$ cat config.mk
export PLATFORM = sky130hd
export DESIGN_NAME = phg_cdiv
export DESIGN_NICKNAME = d
export VERILOG_FILES = /design/src/sv/phg_cdiv.sv
export SDC_FILE = /design/constraint.sdc
export NUM_CORES = 1
export LEC_CHECK = 0
export ABC_AREA = 1
export BUFFER_PORTS_ARGS = -buffer_cell sky130_fd_sc_hd__buf_4
export CAP_MARGIN = 20
export CORE_MARGIN = 2
export CORE_UTILIZATION = 40
export DETAILED_ROUTE_END_ITERATION = 12
export PLACE_DENSITY = 0.64
export SLEW_MARGIN = 20
export SYNTH_ARGS = -nofsm -noshare
export SYNTH_HDL_FRONTEND = slang
export SYNTH_SLANG_ARGS = --single-unit
export TNS_END_PERCENT = 10
$ cat constraint.sdc
create_clock -name clk -period 6.3 [get_ports clk]
set_input_delay 0.63 -clock clk [delete_from_list [all_inputs] [get_ports clk]]
set_output_delay 0.63 -clock clk [all_outputs]
set_load 0.005 [all_outputs]
$ cat src/sv/phg_cdiv.sv
// Two-stage divider by a constant: reciprocal multiply, then one correction step.
`default_nettype none

module phg_cdiv #(
  parameter int unsigned DIVISOR = 3,
  parameter int unsigned NUM_W   = 32,
  parameter int unsigned SIDE_W  = 16
) (
  input  wire               clk,
  input  wire               rst,
  input  wire               in_valid,
  output logic              in_ready,
  input  wire  [NUM_W-1:0]  num,
  input  wire  [SIDE_W-1:0] side_in,
  output logic              out_valid,
  input  wire               out_ready,
  output logic [NUM_W-1:0]  quo,
  output logic [SIDE_W-1:0] side_out
);

  localparam logic [63:0]      RECIP_WIDE = (64'd1 << NUM_W) / 64'(DIVISOR);
  localparam logic [NUM_W-1:0] RECIP      = RECIP_WIDE[NUM_W-1:0];
  localparam logic [NUM_W-1:0] DIV_N      = NUM_W'(DIVISOR);

  logic               a_valid;
  logic               b_valid;
  logic               a_ready;
  logic               b_ready;
  logic [NUM_W-1:0]   a_num;
  logic [NUM_W-1:0]   a_quo;
  logic [SIDE_W-1:0]  a_side;
  logic [2*NUM_W-1:0] recip_prod;
  logic [2*NUM_W-1:0] back_prod;
  logic [NUM_W-1:0]   rem;

  // The estimate is the true quotient or one below it.
  assign recip_prod = num * RECIP;
  assign back_prod  = a_quo * DIV_N;
  assign rem        = a_num - back_prod[NUM_W-1:0];

  assign b_ready   = !b_valid || out_ready;
  assign a_ready   = !a_valid || b_ready;
  assign in_ready  = a_ready;
  assign out_valid = b_valid;

  always_ff @(posedge clk) begin
    if (rst) begin
      a_valid <= 1'b0;
      b_valid <= 1'b0;
    end else begin
      if (a_ready) begin
        a_valid <= in_valid;
      end
      if (b_ready) begin
        b_valid <= a_valid;
      end
    end
    if (a_ready && in_valid) begin
      a_num  <= num;
      a_quo  <= recip_prod[2*NUM_W-1:NUM_W];
      a_side <= side_in;
    end
    if (b_ready && a_valid) begin
      quo      <= (rem >= DIV_N) ? a_quo + 1'b1 : a_quo;
      side_out <= a_side;
    end
  end

endmodule

`default_nettype wire

==> run_results.csv <==
group,metric,value,unit
run_status,outcome,"complete, but fails checks",
run_status,violations,"setup timing",
cts,cts.sinks,129,
logic_synthesis,syn_area,0.02490,sq mm
cts,htree_levels,4,
finish,antenna-diode-count,0,
logic_synthesis,ys_ff_latch,129,
cts,cts_buffers,17,
placement,dpl.hpwl,70.52,mm
finish,finish.utilization,51.34,%
finish,final_cell_mix,"inv_1, buf_4, nand2_1",
timing,drv_slew,0,
placement,gp_congestion,0.9874,
floorplan,io_pins,102,
logic_synthesis,yosysWarningCount,0,
timing,hold_viol,0,
flow_run,cap_violations,0,
critical_path,r2r_start,"a_quo[14]",
cts,clk_latency,0.45,ns
critical_path,cp.arrival,6.52,ns
global_routing,grt.overflow.total,0,
route,drt_iter0_markers,1442,
timing,fin_crit,6.320,ns
global_routing,grt.total_usage,25.25,%
finish,num-nets-final,4200,
logic_synthesis,syn_area_per_cell,8.780,sq um
floorplan,start_util,40.43,%
route,wl_per_cell,18.75,microns
timing,max_freq,158.2,MHz
timing,rsz0062_at_grt,"yes",
finish,syn_to_final_growth,26.99,%
floorplan,core_area,0.06160,sq mm
hold_path,hold_end,"out_valid",
finish,seq_area,0.003854,sq mm
global_routing,grt_pass1_vias,21411,
finish,fillers,5748,
timing,post-route-period-util,100.3,%
cts,cts_tree,"built",
timing,maxSlewHeadroom,37.55,%
finish,layout_commonest_cell,"inv_1",
critical_path,reg2reg_depth,20,
critical_path,regToRegSetupSlack,2.17,ns
hold_path,hold_start,"rst",
critical_path,r2r-end,"quo[1]",
placement,port-buffer-count,101,
timing,setup_viol,2,
critical_path,critPathRequiredTime,6.50,ns
route,via_per_inst,4.839,
cts,cts-root-buf,"clkbuf_16",
hold_path,holdPathStages,2,
hold_path,hold_class,"input port to flop",
timing,clock_skew,0.01240,ns
route,num_vias,20456,
global_routing,grt_start_max_net_pins,74,
placement,dp_slack,-0.9827,ns
route,antenna_left,0,
floorplan,dieArea,0.06426,sq mm
route,drc,0,
finish,drive_above_1_share,23.95,%
finish,multiInputGateArea,0.01927,sq mm
global_routing,grt_pass1_wl,120.5,mm
logic_synthesis,yosysUniqueCellTypes,39,
timing,setup_ws,-0.02049,ns
floorplan,die_h,253.5,microns
critical_path,critPathKind,"input port to flop",
global_routing,antenna_found_initial,3,
critical_path,critPathMaxFanout,4,
logic_synthesis,seq_area_frac_synth,15.48,%
floorplan,placementRows,91,
cts,cts_buffer_depth,2,
cts,path_clk_slew,0.07,ns
logic_synthesis,synth_fp_nets,3659,
critical_path,worstSetupEndpointType,"flop",
timing,worst_slew_pin_slew,0.9368,ns
critical_path,start_kind,"input port",
route,drt-total-wl,79.27,mm
logic_synthesis,syn_inst,2836,
floorplan,die_x,253.5,microns
route,drt-pass1-iter-count,5,
per-layer routing:
metal  part of all wire (%)  global-route usage, %  vias to the layer above
met4                    3.7                  8.673                        0
li1                       -                      -                     9860
met5                      0                      0                        -
met1                     43                  33.43                     9810
met2                     48                  42.60                      629
met3                    5.8                  3.237                      157
what timing repair did:
| action | 4_1_cts | 5_1_grt |
|---|---|---|
| resized for setup | 94 | 186 |
| setup buffers | 4 | 15 |
| endpoints found under the setup margin | 31 | 31 |
| hold buffers | 0 | 0 |
| pin swaps | 24 | 93 |
cells by family after synthesis:
group                    count (synthesis)  share of synthesized area, %
AND/OR/NAND/NOR                        843                         14.28
buffers and inverters                  771                         11.79
adder cells (fa/ha/maj)                771                         49.95
AO/OA/AOI/OAI                          221                         4.949
flip-flops                             129                         15.48
XOR/XNOR                               101                         3.552
how the worst max path moves through the flow:
stage	start	endpoint	slack, ns
after floorplan	num[7]	a_quo[19]	-0.03
after global placement	num[16]	a_quo[27]	-0.90
after detailed placement	num[16]	a_quo[28]	-0.98
after CTS	num[21]	a_quo[28]	-0.008
after global routing	num[20]	a_quo[26]	-0.19
final	num[20]	a_quo[26]	-0.02
sequential cells by signal (all words and copies together), names as in the netlist:
register and count:
a_side 16, a_quo 31, quo 32, a_num 32, side_out 16, a_valid 1, out_valid 1
stage by stage:
stage | cell area [sq um] | setup TNS [ns] | instances | hold slack [ns]
2_1_floorplan | 24900 | -0.1183 | 2836 | 0.4003
3_3_place_gp | 29750 | -21.91 | 4177 | 0.4009
3_5_place_dp | 29750 | -23.22 | 4177 | 0.4062
4_1_cts | 30720 | -0.008421 | 4212 | 0.3130
5_1_grt | 31620 | -2.718 | 4227 | 0.3214
6_report | 31620 | -0.03021 | 4227 | 0.3350
cell usage after synthesis:
cell,count,area (sq um)
nor2_4,3,33.78
nor3_1,21,105.1
inv_1,744,2793
fa_1,372,7447
nor2_1,169,634.4
o21ai_0,56,280.3
nand2_1,494,1854
edfxtp_1,127,3814
xnor2_1,31,271.5
nand4_1,48,300.3
nand3_1,64,320.3
buf_6,3,33.78
nor2_2,5,31.28
inv_2,15,56.30
xor2_1,70,613.1
nand2_2,4,25.02
o21a_1,4,30.03
nand3_4,1,17.52
a21oi_1,103,515.5
o21bai_1,8,60.06
and2_1,6,37.54
a21o_1,12,90.09
o2111ai_1,1,8.760
o211ai_1,3,22.52
a31oi_1,25,156.4
a211oi_1,3,22.52
and3_1,4,25.02
nor3_2,2,20.02
buf_2,6,30.03
nand3b_1,5,37.54
ha_1,399,4992
dfxtp_1,2,40.04
nor4_1,9,56.30
o311ai_0,1,8.760
or2_2,5,31.28
a21boi_0,5,37.54
or2_1,1,6.260
buf_4,3,22.52
nand3_2,2,20.02
worst max-delay path, stage by stage:
cell	delay [ns]
buf_4	0.14
ha_1	0.31
fa_1	0.57
inv_2	0.07
fa_2	0.57
fa_1	0.42
inv_1	0.09
fa_2	0.46
fa_1	0.56
fa_1	0.55
inv_1	0.06
fa_1	0.49
inv_1	0.04
ha_1	0.32
nand2_1	0.09
nand2_1	0.07
a31oi_2	0.19
buf_4	0.14
nand2_1	0.08
a21oi_1	0.15
inv_1	0.11
a211oi_2	0.22
nand2_1	0.07
nand2_1	0.06
nand2_1	0.05
final cells by class:
cell class	instances	share of cell area [%]
multi-input combinational	1936	60.94
sequential	129	12.19
tap	837	3.312
inverter	759	9.009
timing repair buffer	534	12.75
clock buffer	17	1.345
clock inverter	15	0.4590
Power is left out: the tool's default activity adds up to more than one toggle a clock period on the data nets, which glitch-free logic cannot reach.
