File: src/sv/phg_pkg.sv
// Shared constants, widths and types of the plasma hue generator.
`default_nettype none

package phg_pkg;

  localparam int unsigned DEF_COLUMNS = 16;
  localparam int unsigned DEF_ROWS    = 16;

  localparam int unsigned COORD_W = 4;
  localparam int unsigned STEP_W  = 8;
  localparam int unsigned HUE_W   = 16;
  localparam int unsigned ABSP_W  = 7;
  localparam int unsigned PK_W    = 20;
  localparam int unsigned NXY_W   = 24;
  localparam int unsigned XY_W    = 16;
  localparam int unsigned SQ_W    = 32;
  localparam int unsigned ANG_W   = 13;
  localparam int unsigned U2_W    = 32;
  localparam int unsigned T_W     = 31;
  localparam int unsigned SINE_W  = 16;

  localparam int unsigned P_FULL = 100;

  localparam logic [STEP_W-1:0]  STEP_LAST = 8'd200;
  localparam logic [HUE_W-1:0]   SHIFT_INC = 16'd2048;
  localparam logic signed [9:0]  STEP_MID  = 10'sd200;
  localparam logic signed [9:0]  P_FULL_S  = 10'sd100;
  localparam logic [12:0]        SCALE_Q12 = 13'd7721;

  localparam logic [21:0] SAT_POS     = 22'd32767;
  localparam logic [21:0] SAT_NEG_MAG = 22'd32768;
  localparam logic [15:0] ARG_MAX     = 16'h7fff;
  localparam logic [15:0] ARG_MIN     = 16'h8000;

  localparam logic signed [16:0] TWO_PI_Q12    = 17'sd25736;
  localparam logic signed [16:0] TWO_PI_X2_Q12 = 17'sd51472;
  localparam logic signed [16:0] PI_Q12        = 17'sd12868;
  localparam logic signed [16:0] HALF_PI_Q12   = 17'sd6434;

  localparam logic [T_W-1:0] ONE_Q30 = 31'h4000_0000;

  localparam int unsigned FIRST_DIV = 110;
  localparam int unsigned HORNER_N  = 4;
  localparam int unsigned HORNER_DIV [HORNER_N] = '{72, 42, 20, 6};

  localparam logic [16:0]         SINE_MAX = 17'd32767;
  localparam logic signed [17:0]  HUE_BIAS = 18'sd98304;
  localparam logic [14:0]         HUE_GAIN = 15'd32767;
  localparam int unsigned         HUE_DIV  = 98304;

  typedef struct packed {
    logic [U2_W-1:0]  u2;
    logic [ANG_W-1:0] ang;
    logic             neg;
    logic [HUE_W-1:0] shift;
  } sine_side_t;

endpackage

`default_nettype wire

File: src/sv/phg_cdiv.sv
// Two-stage divider by a constant: reciprocal multiply, then one correction step.
`default_nettype none

module phg_cdiv #(
  parameter int unsigned DIVISOR = 3,
  parameter int unsigned NUM_W   = 32,
  parameter int unsigned SIDE_W  = 16
) (
  input  wire               clk,
  input  wire               rst,
  input  wire               in_valid,
  output logic              in_ready,
  input  wire  [NUM_W-1:0]  num,
  input  wire  [SIDE_W-1:0] side_in,
  output logic              out_valid,
  input  wire               out_ready,
  output logic [NUM_W-1:0]  quo,
  output logic [SIDE_W-1:0] side_out
);

  localparam logic [63:0]      RECIP_WIDE = (64'd1 << NUM_W) / 64'(DIVISOR);
  localparam logic [NUM_W-1:0] RECIP      = RECIP_WIDE[NUM_W-1:0];
  localparam logic [NUM_W-1:0] DIV_N      = NUM_W'(DIVISOR);

  logic               a_valid;
  logic               b_valid;
  logic               a_ready;
  logic               b_ready;
  logic [NUM_W-1:0]   a_num;
  logic [NUM_W-1:0]   a_quo;
  logic [SIDE_W-1:0]  a_side;
  logic [2*NUM_W-1:0] recip_prod;
  logic [2*NUM_W-1:0] back_prod;
  logic [NUM_W-1:0]   rem;

  // The estimate is the true quotient or one below it.
  assign recip_prod = num * RECIP;
  assign back_prod  = a_quo * DIV_N;
  assign rem        = a_num - back_prod[NUM_W-1:0];

  assign b_ready   = !b_valid || out_ready;
  assign a_ready   = !a_valid || b_ready;
  assign in_ready  = a_ready;
  assign out_valid = b_valid;

  always_ff @(posedge clk) begin
    if (rst) begin
      a_valid <= 1'b0;
      b_valid <= 1'b0;
    end else begin
      if (a_ready) begin
        a_valid <= in_valid;
      end
      if (b_ready) begin
        b_valid <= a_valid;
      end
    end
    if (a_ready && in_valid) begin
      a_num  <= num;
      a_quo  <= recip_prod[2*NUM_W-1:NUM_W];
      a_side <= side_in;
    end
    if (b_ready && a_valid) begin
      quo      <= (rem >= DIV_N) ? a_quo + 1'b1 : a_quo;
      side_out <= a_side;
    end
  end

endmodule

`default_nettype wire

File: src/sv/phg_front.sv
// Coordinate scaling, squaring, argument saturation and quadrant folding.
`default_nettype none

module phg_front import phg_pkg::*; #(
  parameter int unsigned COLUMNS = DEF_COLUMNS,
  parameter int unsigned ROWS    = DEF_ROWS
) (
  input  wire                clk,
  input  wire                rst,
  input  wire                in_valid,
  output logic               in_ready,
  input  wire  [COORD_W-1:0] column,
  input  wire  [COORD_W-1:0] row,
  input  wire  [STEP_W-1:0]  phase_step,
  input  wire  [HUE_W-1:0]   hue_shift,
  output logic               out_valid,
  input  wire                out_ready,
  output logic [ANG_W-1:0]   angle,
  output logic               negate,
  output logic [HUE_W-1:0]   shift_out
);

  logic s1_valid, s2_valid, s3_valid, s4_valid, s5_valid, s6_valid;
  logic s1_ready, s2_ready, s3_ready, s4_ready, s5_ready, s6_ready;

  logic [COORD_W-1:0] s1_col, s1_row, s2_col, s2_row;
  logic [ABSP_W-1:0]  s1_absp;
  logic [PK_W-1:0]    s2_pk;
  logic [NXY_W-1:0]   s3_nx, s3_ny;
  logic [SQ_W-1:0]    s4_x2, s4_y2;
  logic signed [15:0] s5_a;
  logic [HUE_W-1:0]   s1_shift, s2_shift, s3_shift, s4_shift, s5_shift;

  logic signed [9:0] d_s, dist_s, p_s, absp_s;
  logic [PK_W-1:0]   pk_next;
  logic [NXY_W-1:0]  nx_next, ny_next;

  logic              dx_in_ready, dy_in_ready, dx_valid, dy_valid;
  logic [NXY_W-1:0]  qx, qy;
  logic [7:0]        side_hi, side_lo;
  logic [SQ_W-1:0]   x2_next, y2_next;

  logic signed [33:0] dsum;
  logic [33:0]        dmag;
  logic [21:0]        amag;
  logic [15:0]        a_next;

  logic signed [16:0] ae, red, r1, r2;
  logic               neg_next;

  assign d_s    = signed'({1'b0, phase_step, 1'b0}) - STEP_MID;
  assign dist_s = d_s[9] ? -d_s : d_s;
  assign p_s    = P_FULL_S - dist_s;
  assign absp_s = p_s[9] ? -p_s : p_s;

  assign pk_next = s1_absp * SCALE_Q12;
  assign nx_next = s2_col * s2_pk;
  assign ny_next = s2_row * s2_pk;

  assign x2_next = qx[XY_W-1:0] * qx[XY_W-1:0];
  assign y2_next = qy[XY_W-1:0] * qy[XY_W-1:0];

  // Division by 4096 truncates toward zero, then the argument saturates.
  assign dsum = signed'({2'b00, s4_x2}) - signed'({1'b0, s4_y2, 1'b0});
  assign dmag = dsum[33] ? unsigned'(-dsum) : unsigned'(dsum);
  assign amag = dmag[33:12];
  always_comb begin
    if (!dsum[33]) begin
      a_next = (amag > SAT_POS) ? ARG_MAX : amag[15:0];
    end else begin
      a_next = (amag > SAT_NEG_MAG) ? ARG_MIN : 16'(~amag[15:0] + 16'd1);
    end
  end

  // Reduce into one turn, then fold into the first quadrant.
  assign ae = 17'(s5_a);
  always_comb begin
    if (ae < 0) begin
      red = (ae < -TWO_PI_Q12) ? ae + TWO_PI_X2_Q12 : ae + TWO_PI_Q12;
    end else begin
      red = (ae >= TWO_PI_Q12) ? ae - TWO_PI_Q12 : ae;
    end
  end
  assign neg_next = (red >= PI_Q12);
  assign r1 = neg_next ? red - PI_Q12 : red;
  assign r2 = (r1 > HALF_PI_Q12) ? PI_Q12 - r1 : r1;

  assign s6_ready = !s6_valid || out_ready;
  assign s5_ready = !s5_valid || s6_ready;
  assign s4_ready = !s4_valid || s5_ready;
  assign s3_ready = !s3_valid || (dx_in_ready && dy_in_ready);
  assign s2_ready = !s2_valid || s3_ready;
  assign s1_ready = !s1_valid || s2_ready;
  assign in_ready = s1_ready;
  assign out_valid = s6_valid;

  phg_cdiv #(
    .DIVISOR (P_FULL * COLUMNS),
    .NUM_W   (NXY_W),
    .SIDE_W  (8)
  ) u_div_x (
    .clk       (clk),
    .rst       (rst),
    .in_valid  (s3_valid),
    .in_ready  (dx_in_ready),
    .num       (s3_nx),
    .side_in   (s3_shift[15:8]),
    .out_valid (dx_valid),
    .out_ready (s4_ready),
    .quo       (qx),
    .side_out  (side_hi)
  );

  phg_cdiv #(
    .DIVISOR (P_FULL * ROWS),
    .NUM_W   (NXY_W),
    .SIDE_W  (8)
  ) u_div_y (
    .clk       (clk),
    .rst       (rst),
    .in_valid  (s3_valid),
    .in_ready  (dy_in_ready),
    .num       (s3_ny),
    .side_in   (s3_shift[7:0]),
    .out_valid (dy_valid),
    .out_ready (s4_ready),
    .quo       (qy),
    .side_out  (side_lo)
  );

  always_ff @(posedge clk) begin
    if (rst) begin
      s1_valid <= 1'b0;
      s2_valid <= 1'b0;
      s3_valid <= 1'b0;
      s4_valid <= 1'b0;
      s5_valid <= 1'b0;
      s6_valid <= 1'b0;
    end else begin
      if (s1_ready) s1_valid <= in_valid;
      if (s2_ready) s2_valid <= s1_valid;
      if (s3_ready) s3_valid <= s2_valid;
      if (s4_ready) s4_valid <= dx_valid && dy_valid;
      if (s5_ready) s5_valid <= s4_valid;
      if (s6_ready) s6_valid <= s5_valid;
    end
    if (s1_ready && in_valid) begin
      s1_col   <= column;
      s1_row   <= row;
      s1_absp  <= absp_s[ABSP_W-1:0];
      s1_shift <= hue_shift;
    end
    if (s2_ready && s1_valid) begin
      s2_col   <= s1_col;
      s2_row   <= s1_row;
      s2_pk    <= pk_next;
      s2_shift <= s1_shift;
    end
    if (s3_ready && s2_valid) begin
      s3_nx    <= nx_next;
      s3_ny    <= ny_next;
      s3_shift <= s2_shift;
    end
    if (s4_ready && dx_valid && dy_valid) begin
      s4_x2    <= x2_next;
      s4_y2    <= y2_next;
      s4_shift <= {side_hi, side_lo};
    end
    if (s5_ready && s4_valid) begin
      s5_a     <= signed'(a_next);
      s5_shift <= s4_shift;
    end
    if (s6_ready && s5_valid) begin
      angle     <= r2[ANG_W-1:0];
      negate    <= neg_next;
      shift_out <= s5_shift;
    end
  end

endmodule

`default_nettype wire

File: config.mk
export PLATFORM = sky130hd
export DESIGN_NAME = phg_front
export DESIGN_NICKNAME = d
export VERILOG_FILES = /design/src/sv/phg_pkg.sv /design/src/sv/phg_cdiv.sv /design/src/sv/phg_front.sv
export SDC_FILE = /design/constraint.sdc
export NUM_CORES = 2
export LEC_CHECK = 0
export ABC_AREA = 1
export BUFFER_PORTS_ARGS = -buffer_cell sky130_fd_sc_hd__buf_2
export CORE_ASPECT_RATIO = 0.7
export CORE_MARGIN = 10
export CORE_UTILIZATION = 45
export CTS_BUF_LIST = sky130_fd_sc_hd__clkbuf_16
export DETAILED_ROUTE_END_ITERATION = 10
export GPL_TIMING_DRIVEN = 0
export PLACE_DENSITY = 0.65
export SYNTH_ARGS = -nofsm -noshare
export SYNTH_HDL_FRONTEND = slang
export SYNTH_SLANG_ARGS = --single-unit
File: constraint.sdc
create_clock -name clk -period 7.36 [get_ports clk]
set_input_delay 1.104 -clock clk [delete_from_list [all_inputs] [get_ports clk]]
set_output_delay 1.104 -clock clk [all_outputs]
set_load 0.02 [all_outputs]
==> run metrics <==
status=completed; vias in the first global route=37214; reg2reg setup slack=0.40 ns; DRT Pass-1 Iters=8; filler instances=10668; Synth Net Count=7166; Slew Limit Fails=0; row count=103; # DRC=0; asr flop ratio synth=0%; top cell type's share of synthesized area=23.2%; initial antenna violation count=1; Worst Path Max Fanout=10; final hold viol count=0; leading area contributor after synthesis=fa_1; reg2reg path depth=21; DIE AREA=129000 um2; Rel. slew slack=32.9%; Final ANT Viol Nets=0; Area Overhead vs Synth=8.17%; Final Instance Area=55900 um2; # port buffers=66; Worst Path Buf+Inv=5; Post-synth EDFFs=397; Sink Count=407; setup TNS=0 ns; multi-input logic area=34200 um2; CTS tree=yes; gate count of the mapped netlist=5790; Mapped Avg Cell Area=8.92 um2; flops & latches, synth=407; GR Util All Layers=18.9%; Hold Crit Depth=0; kind of critical path=reg -> reg; synthesized area=51700 um2; Max Freq=0.144 GHz; worst min path class=reg -> reg; worst skew pair latency=0.66 ns; element type at the critical path end=flip-flop; Synth cell types=58; 1st-iter DRT viols=2885; slowest stage cell, crit path=o21ai_0; Synth warnings=0; Final period util=94.6%; pre-CTS setup slack=-0.161 ns; CP Launch Type=flip-flop; FF-to-FF Start=u_div_x.quo[10]; hold path startpoint=u_div_x.side_out[1]; Max-cap violations=0; Worst Slack Setup Final=0.398 ns; Sequential Area=12100 um2; layout cells sized above 1=4.58%; Final #Nets=7291; Num CTS Buffers=48; Hold Path End=s4_shift[9]; num ports=68; slew of the pin with the lowest slew margin=0.994 ns; Critical Path Most Common Cell=fa_1; DP HPWL=102000 um; crit path DAT=7.32 ns; htree depth=2; Worst Path Required=7.72 ns; via/cell ratio=5.03; Die Y=304 um; final WL=121000 um; die boundary width=425 um; hold_buf cts=0; Hold WS=0.412 ns; crit path time final=6.96 ns; family with the most delay on the worst path=adder cells; FF-to-FF End=s4_x2[26]; first-pass GRT wire length=197000 um; Clock Tree Root=clkbuf_16; via count=37595; Starting Density=45.6%; Main synth FF type=edfxtp_1; clock buffer depth=3; clock transition at the registers of the reported paths=0.07 ns; routability cong.=0.937; largest net degree at the start of global routing=69; skew final=0.0485 ns; Crit path depth=21; GRT overflow=0; detailed-route wire length per cell=16.2 um; core area=113000 um2; sequential area share after synthesis=23.5%; synth top area cells=fa_1, edfxtp_1, ha_1; Setup violations, final=0; Post-DP Area=54100 um2; worst-path cell chain=clkbuf_1 > nand2_1 > inv_1 > fa_1 > fa_1 > fa_1 > inv_1 > fa_1 > inv_1 > fa_1 > fa_1 > ha_1 > nand2_1 > o21ai_0 > a21oi_1 > o21ai_0 > a21boi_1 > inv_1 > a31oi_1 > o21ai_0 > xor2_1; max incr delay on CP=0.63 ns; unrepaired setup endpoints after global routing=no
[worst register-to-register path: stages, from the launching register on]
cell      delay, ns
edfxtp_1       0.58
clkbuf_1       0.51
nand2_1        0.11
inv_1          0.11
fa_1           0.48
fa_1           0.48
fa_1           0.51
inv_1          0.05
fa_1           0.48
inv_1          0.06
fa_1           0.53
fa_1           0.51
ha_1           0.36
nand2_1        0.06
o21ai_0        0.63
a21oi_1        0.21
o21ai_0        0.31
a21boi_1       0.20
inv_1          0.09
a31oi_1        0.11
o21ai_0        0.22
xor2_1         0.10
[repair_timing]
action	CTS	global route
setup endpoints to repair	2	19
gates resized for setup	2	39
setup buffers	0	6
endpoints found under the hold margin	0	0
[synthesized netlist by cell type, types with 9 or more instances]
cell / instances
a21boi_0: 12
a21o_1: 15
a21oi_1: 278
a31oi_1: 13
buf_1: 13
clkbuf_1: 66
dfxtp_1: 10
edfxtp_1: 397
fa_1: 600
ha_1: 740
inv_1: 1303
inv_2: 12
nand2_1: 1195
nand2_2: 23
nand3_1: 217
nand3b_1: 9
nand4_1: 55
nor2_1: 243
nor3_1: 47
o21a_1: 11
o21ai_0: 144
o21bai_1: 11
xnor2_1: 94
xor2_1: 182
[sequential cells by signal, indices dropped and copies added (netlist names), 16 cells and up]
| name | cells |
|---|---|
| s2_shift | 16 |
| s3_ny | 23 |
| shift_out | 16 |
| s3_shift | 16 |
| s5_a | 16 |
| s1_shift | 16 |
| s3_nx | 23 |
| s2_pk | 19 |
| u_div_x.a_num | 18 |
| s4_x2 | 29 |
| s4_shift | 16 |
| s5_shift | 16 |
| s4_y2 | 29 |
| u_div_y.a_num | 18 |
[area by class of cell]
cell class,instances,area share (%)
buffer,92,0.763
antenna,1,0.00448
multi-input combinational,3969,61.3
tap,1522,3.41
inverter,1317,8.85
clock inverter,42,0.853
sequential,407,21.7
clock buffer,48,2.15
timing repair buffer,80,1.02
[cell usage in the layout, fill, tap and decap left out, types with 11 or more instances in the layout]
cell,instances
nand3_1,217
clkbuf_1,47
xnor2_1,94
nand2_1,1195
a21oi_1,273
clkbuf_2,15
xor2_1,182
buf_2,74
edfxtp_1,397
nand2_2,23
inv_2,15
buf_1,13
nor2_1,240
inv_1,1303
a31oi_1,13
nand4_1,55
nor3_1,46
o21a_1,11
a21o_1,15
clkbuf_16,48
o21bai_1,11
o21ai_0,139
ha_1,740
fa_1,600
[how the worst max path moves through the flow]
| stage | end | slack, ns | start |
|---|---|---|---|
| floorplan | s4_x2[29] | 0.81 | u_div_x.quo[3] |
| global placement | s4_x2[29] | -0.15 | u_div_x.quo[3] |
| detailed placement | s4_x2[29] | -0.16 | u_div_x.quo[3] |
| CTS | s4_y2[27] | 0.02 | u_div_y.quo[0] |
| global route | s4_y2[27] | 0.005 | u_div_y.quo[4] |
| finish | s4_x2[26] | 0.40 | u_div_x.quo[10] |
[metal layers]
layer  global-route usage [%]  wire (um)  vias up
met3                     4.08       9210      101
met5                        0          0        -
met4                     4.06       2490        0
met1                     29.1      60900    18002
li1                         -          -    18508
met2                     26.9      48200      984
[logic make-up (layout without fill, tap and decap cells)]
family                   Yosys count  count (layout)  synth area share [%]
AO/OA/AOI/OAI                    519             519                  5.47
XOR/XNOR                         278             278                  4.75
adder cells (fa/ha/maj)         1340            1340                  41.2
buffers and inverters           1414            1579                  10.4
flip-flops                       407             407                  23.5
multiplexers                       1               1                0.0218
other                              0               1                     0
AND/OR/NAND/NOR                 1831            1831                  14.7
[through the flow]
| step | util (%) | cells |
|---|---|---|
| after floorplan | - | 5790 |
| after CTS | 49.2 | 7475 |
| after global placement | 47.5 | 7378 |
| after detailed placement | 47.7 | 7386 |
| after global routing | 49.3 | 7478 |
| final | 49.3 | 7478 |
Power is left out: the tool's default activity adds up to more than one toggle a clock period on the data nets, which glitch-free logic cannot reach.
